<file path="src/rtl/tcw_pkg.sv">
`timescale 1ns / 1ps
`default_nettype none
// ----------------------------------------------------------------------------
// tcw_pkg
// Shared types and constants for the text console character writer.
// ----------------------------------------------------------------------------
package tcw_pkg;

  // Screen geometry
  localparam int COLUMNS = 80;
  localparam int ROWS    = 25;
  localparam int CELLS   = COLUMNS * ROWS;

  // Address width of the text store and width of the sweep counter
  localparam int ADDR_W = $clog2(CELLS);
  localparam int CNT_W  = $clog2(CELLS + 1);

  // Payload field widths
  localparam int ACT_W  = 2;
  localparam int CHR_W  = 8;
  localparam int IDX_W  = 11;
  localparam int COL_W  = 7;
  localparam int ROW_W  = 5;
  localparam int OFF_W  = 11;
  localparam int CELL_W = 16;
  localparam int ATTR_W = 8;

  // Actions
  localparam logic [ACT_W-1:0] ACT_PUT   = 2'd0;
  localparam logic [ACT_W-1:0] ACT_CLEAR = 2'd1;
  localparam logic [ACT_W-1:0] ACT_READ  = 2'd2;

  // Character codes
  localparam logic [CHR_W-1:0] CH_BS    = 8'h08;
  localparam logic [CHR_W-1:0] CH_TAB   = 8'h09;
  localparam logic [CHR_W-1:0] CH_NL    = 8'h0A;
  localparam logic [CHR_W-1:0] CH_SPACE = 8'h20;
  localparam logic [CHR_W-1:0] CH_TOP   = 8'h7F;

  localparam logic [ATTR_W-1:0] ATTR_RESET  = 8'h0F;
  localparam logic [CELL_W-1:0] BLANK_RESET = {ATTR_RESET, CH_SPACE};

  // Work kinds decided by the front end
  localparam int KIND_W = 3;
  localparam logic [KIND_W-1:0] K_NOP   = 3'd0;
  localparam logic [KIND_W-1:0] K_BS    = 3'd1;
  localparam logic [KIND_W-1:0] K_TAB   = 3'd2;
  localparam logic [KIND_W-1:0] K_NL    = 3'd3;
  localparam logic [KIND_W-1:0] K_PRINT = 3'd4;
  localparam logic [KIND_W-1:0] K_CLEAR = 3'd5;
  localparam logic [KIND_W-1:0] K_READ  = 3'd6;

  typedef struct packed {
    logic [ACT_W-1:0] action;
    logic [CHR_W-1:0] char_code;
    logic [IDX_W-1:0] cell_index;
  } tcw_in_t;

  typedef struct packed {
    logic [COL_W-1:0]  cursor_col;
    logic [ROW_W-1:0]  cursor_row;
    logic [OFF_W-1:0]  cursor_offset;
    logic [CELL_W-1:0] cell_data;
  } tcw_out_t;

  // Queue entry between front and back
  typedef struct packed {
    logic [KIND_W-1:0] kind;
    logic [CHR_W-1:0]  char_code;
    logic [IDX_W-1:0]  cell_index;
  } tcw_entry_t;

  // Front to back: head of the queue
  typedef struct packed {
    logic       valid;
    tcw_entry_t entry;
  } tcw_head_t;

  // Back to front: pop and intake enable
  typedef struct packed {
    logic pop;
    logic intake_en;
  } tcw_back_ctl_t;

endpackage : tcw_pkg
`default_nettype wire

</file>
<file path="src/rtl/tcw_front.sv">
`timescale 1ns / 1ps
`default_nettype none
// ----------------------------------------------------------------------------
// tcw_front
// Input intake: classify each beat and hold it in a two-entry queue.
// ----------------------------------------------------------------------------
module tcw_front (
  input  wire logic                   clk,
  input  wire logic                   rst,
  input  wire logic                   in_valid,
  output      logic                   in_ready,
  input  wire tcw_pkg::tcw_in_t       in_data,
  output      tcw_pkg::tcw_head_t     head,
  input  wire tcw_pkg::tcw_back_ctl_t back_ctl
);
  import tcw_pkg::*;

  logic [1:0]  count;
  logic        wr_ptr;
  logic        rd_ptr;
  tcw_entry_t  entries [2];
  tcw_entry_t  classified;
  logic        push;

  // Decide what the back end has to do with this beat
  always_comb begin
    classified.char_code  = in_data.char_code;
    classified.cell_index = in_data.cell_index;
    case (in_data.action)
      ACT_PUT: begin
        if (in_data.char_code == CH_BS) begin
          classified.kind = K_BS;
        end else if (in_data.char_code == CH_TAB) begin
          classified.kind = K_TAB;
        end else if (in_data.char_code == CH_NL) begin
          classified.kind = K_NL;
        end else if (in_data.char_code >= CH_SPACE && in_data.char_code <= CH_TOP) begin
          classified.kind = K_PRINT;
        end else begin
          classified.kind = K_NOP;
        end
      end
      ACT_CLEAR: classified.kind = K_CLEAR;
      ACT_READ:  classified.kind = K_READ;
      default:   classified.kind = K_NOP;
    endcase
  end

  assign in_ready   = (count != 2'd2) && back_ctl.intake_en;
  assign push       = in_valid && in_ready;
  assign head.valid = (count != 2'd0);
  assign head.entry = entries[rd_ptr];

  always_ff @(posedge clk) begin
    if (push) begin
      entries[wr_ptr] <= classified;
    end
  end

  always_ff @(posedge clk) begin
    if (rst) begin
      count  <= 2'd0;
      wr_ptr <= 1'b0;
      rd_ptr <= 1'b0;
    end else begin
      if (push) begin
        wr_ptr <= ~wr_ptr;
      end
      if (back_ctl.pop) begin
        rd_ptr <= ~rd_ptr;
      end
      count <= count + {1'b0, push} - {1'b0, back_ctl.pop};
    end
  end

endmodule : tcw_front
`default_nettype wire

</file>
<file path="config.mk">
export PLATFORM = sky130hd
export DESIGN_NAME = tcw_front
export DESIGN_NICKNAME = d
export VERILOG_FILES = /design/src/rtl/tcw_pkg.sv /design/src/rtl/tcw_front.sv
export SDC_FILE = /design/constraint.sdc
export NUM_CORES = 1
export LEC_CHECK = 0
export BUFFER_PORTS_ARGS = -buffer_cell sky130_fd_sc_hd__buf_2
export CAP_MARGIN = 20
export CORE_UTILIZATION = 24
export CTS_CLUSTER_SIZE = 12
export DETAILED_ROUTE_END_ITERATION = 12
export HOLD_SLACK_MARGIN = 0.06
export PLACE_DENSITY_LB_ADDON = 0.12
export SYNTH_ARGS = -nofsm -noshare
export SYNTH_HDL_FRONTEND = slang
export SYNTH_SLANG_ARGS = --single-unit
</file>
<file path="constraint.sdc">
create_clock -name clk -period 2.82 [get_ports clk]
set_input_delay 0.282 -clock clk [delete_from_list [all_inputs] [get_ports clk]]
set_output_delay 0.282 -clock clk [all_outputs]
set_load 0.005 [all_outputs]
</file>
==> results.yml <==
outcome:
  outcome: "completed"
clock_tree:
  postCtsHoldBufs: 0
  cts.clk_slew.worst_paths_ns: 0.09
  cts_tree: "done"
  cts_buffers: 5
  cts.repair.resized: 0
  cts_buffer_depth: 2
  post_cts_buffers: 0
  cts-root-buf: "clkbuf_8"
  clock-sinks: 49
  insertion_delay_ns: 0.30
  h-tree-depth: 2
hold_path:
  hold_path_class: "in -> reg"
  hold_depth: 1
  hp-start: "in_data[4]"
  min_to: "entries[0][4]"
global_route:
  track_usage_pct: 9.17
  grt_pass1_vias: 1194
  overflow: 0
  grt_max_degree: 23
  grt_pass1_wl_um: 5710
  antenna_found_initial: 0
synth:
  synth.top_cells.by_area: "edfxtp_1 (68%), mux2_2 (13%), dfxtp_1 (5.2%), ha_1 (2.6%), nor2_1 (1.5%)"
  synthCells: 110
  synth_top_family_by_area: "multiplexers"
  netlist.area_leader.share_pct: 68.2
  synth_top_area_cell: "edfxtp_1"
  synthSimpleGateAreaFrac_pct: 3.55
  seq_area_frac_synth_pct: 73.3
  syn_nets: 140
  yosys-mux-area-fraction_pct: 13.6
  yosys_warnings: 0
  syn_area_um2: 1940
  synth_cell_types: 21
  synth_xor_area_share_pct: 1.81
  synth_compound_area_share_pct: 2.65
  synth-adder-area-share_pct: 2.58
  synth_seq_cells: 49
  syn_avg_cell_area_um2: 17.6
power_and_ir_drop:
  p_switching_uw: 357
  p_leak_uw: 0.000911
  seq_power_share_pct: 54.7
  pwr-share-comb_pct: 13.3
  clockPowerShare_pct: 31.9
  p_int_uw: 1210
  powerDensity_nw_per_um2: 646
  switching_share_pct: 22.8
  ir_drop_v: 0.000218
worst_setup_path:
  worst_path_max_delay_cell: "mux2_2"
  rr_endpoint: "count[1]"
  cp.required_ns: 2.54
  path_cells: "buf_4 -> mux2_2 -> buf_2"
  worstPathMaxFanout: 22
  slowest_delay_ns: 0.39
  worst-setup-path-type: "reg -> out"
  crit_arrival_ns: 1.43
  reg2reg_slack_ns: 1.19
  startpoint_type: "register"
  reg2regPathDepth: 8
  cp-end-kind: "primary output"
  reg2reg_from: "count[1]"
cells_and_area:
  nets: 197
  drive_above_1_share_pct: 52.4
  final_core_util_pct: 31.3
  area_growth_pct: 25.4
  antennaDiodeCount: 0
  stdcell_count: 270
routing:
  dr.pass1.iters: 4
  routed_wirelength_um: 3540
  dr_total_vias: 1073
  wl_per_cell_um: 13.1
  drc: 0
  via_per_inst: 3.97
  ant_nets: 0
  drtIter0Drc: 26
timing:
  hold_viol_final: 0
  setup_tns_ns: 0
  timing.final.crit_share_pct: 60.6
  rsz0062_at_grt: "no"
  worstMarginPinSlew_ns: 0.335
  min_period_ns: 1.71
  setup_viol: 0
  relSlewSlack_pct: 77.7
  slew_violations: 0
  max_freq_mhz: 585
  fin_skew_ns: 0.00587
placement:
  io_buffers: 49
  dp_cells: 262
  gp_congestion: 0.674
  dpl.hpwl_um: 2410
floorplan:
  io_pins: 50
  initial_core_util_pct: 25.0
  fp.dieW_um: 91.9
  rows: 32
  dieHeight_um: 91.9
  dieArea_um2: 8440
  core-area_um2: 7770
run:
  cap_violations: 0
[worst max-delay path: cells and delay by family, from the launching register on]
family	cells	cell delay, ns
buf+inv	2	0.43
mux	1	0.39
flops	1	0.32
[cell usage after synthesis (all sizes together)]
cell type   n
edfxtp     44
mux2       23
nor2        8
inv         7
dfxtp       5
ha          4
xnor2       3
buf         2
nand2       2
nor2b       2
o22ai       2
a21boi      1
a21oi       1
nand3       1
nor3b       1
o211ai      1
o21ai       1
or2         1
xor2        1
[worst max path at each step]
stage,from,endpoint,slack [ns],depth (start not counted)
3_3_place_gp,count[1],count[1],1.33,8
5_1_grt,register,head[21],1.02,3
2_1_floorplan,count[1],entries[1][0],0.98,3
6_report,register,head[21],1.11,3
4_1_cts,register,head[21],1.06,3
3_5_place_dp,count[1],count[1],1.21,8
[power by group through the flow]
stage | combinational, uW | clock [uW] | sequential, uW
4_1_cts | 217 | 520 | 860
2_1_floorplan | 123 | 0 | 873
3_5_place_dp | 216 | 0 | 876
3_3_place_gp | 207 | 0 | 872
5_1_grt | 235 | 541 | 864
6_report | 209 | 501 | 859
[sequential cells by signal, summed over array words and instances, names as in the netlist, named ones only]
| name | count |
|---|---|
| count | 2 |
| rd_ptr | 1 |
| entries | 44 |
| wr_ptr | 1 |
[kinds of logic (layout without fill, tap and decap cells)]
family	Yosys count	in the layout
compound gates	6	6
xor+xnor	4	4
fa+ha+maj	4	4
buf+inv	9	67
flops	49	49
mux	23	23
simple gates	15	15
[routing by layer]
layer	track usage, %	part of all wire, %	routed length [um]
met1	9.84	42	1470
met2	16.4	53	1860
met3	2.99	4.1	144
met4	3.91	1.8	63
met5	0	0	0
[placed cells by master (no fill, tap or decap), types with 2 or more instances in the layout]
cell / synthesis / final
xnor2_1: 3 / 3
clkbuf_8: 0 / 5
o22ai_1: 2 / 2
ha_1: 4 / 4
buf_2: 0 / 49
inv_1: 6 / 6
edfxtp_1: 44 / 44
nor2_2: 0 / 2
nor2b_1: 2 / 2
buf_4: 0 / 3
mux2_2: 22 / 22
nor2_1: 8 / 6
nand2_1: 2 / 2
dfxtp_1: 5 / 5
[per-stage QoR]
step           hold slack [ns]  total power (uW)  instance area [um^2]  setup WS, ns
5_1_grt                  0.154              1640                  2430          1.02
4_1_cts                  0.154              1600                  2430          1.06
3_3_place_gp             0.472              1080                  2320          1.33
2_1_floorplan            0.354               996                  1940         0.980
3_5_place_dp             0.476              1090                  2320          1.21
6_report                 0.169              1570                  2430          1.11
[cell type report]
class,instances,area [um^2]
multi-input combinational,52,473
fill,805,5340
timing repair buffer,52,268
clock buffer,5,68.8
clock inverter,3,46.3
inverter,7,26.3
tap,102,128
sequential,49,1420
(Power assumes the default switching activity.)
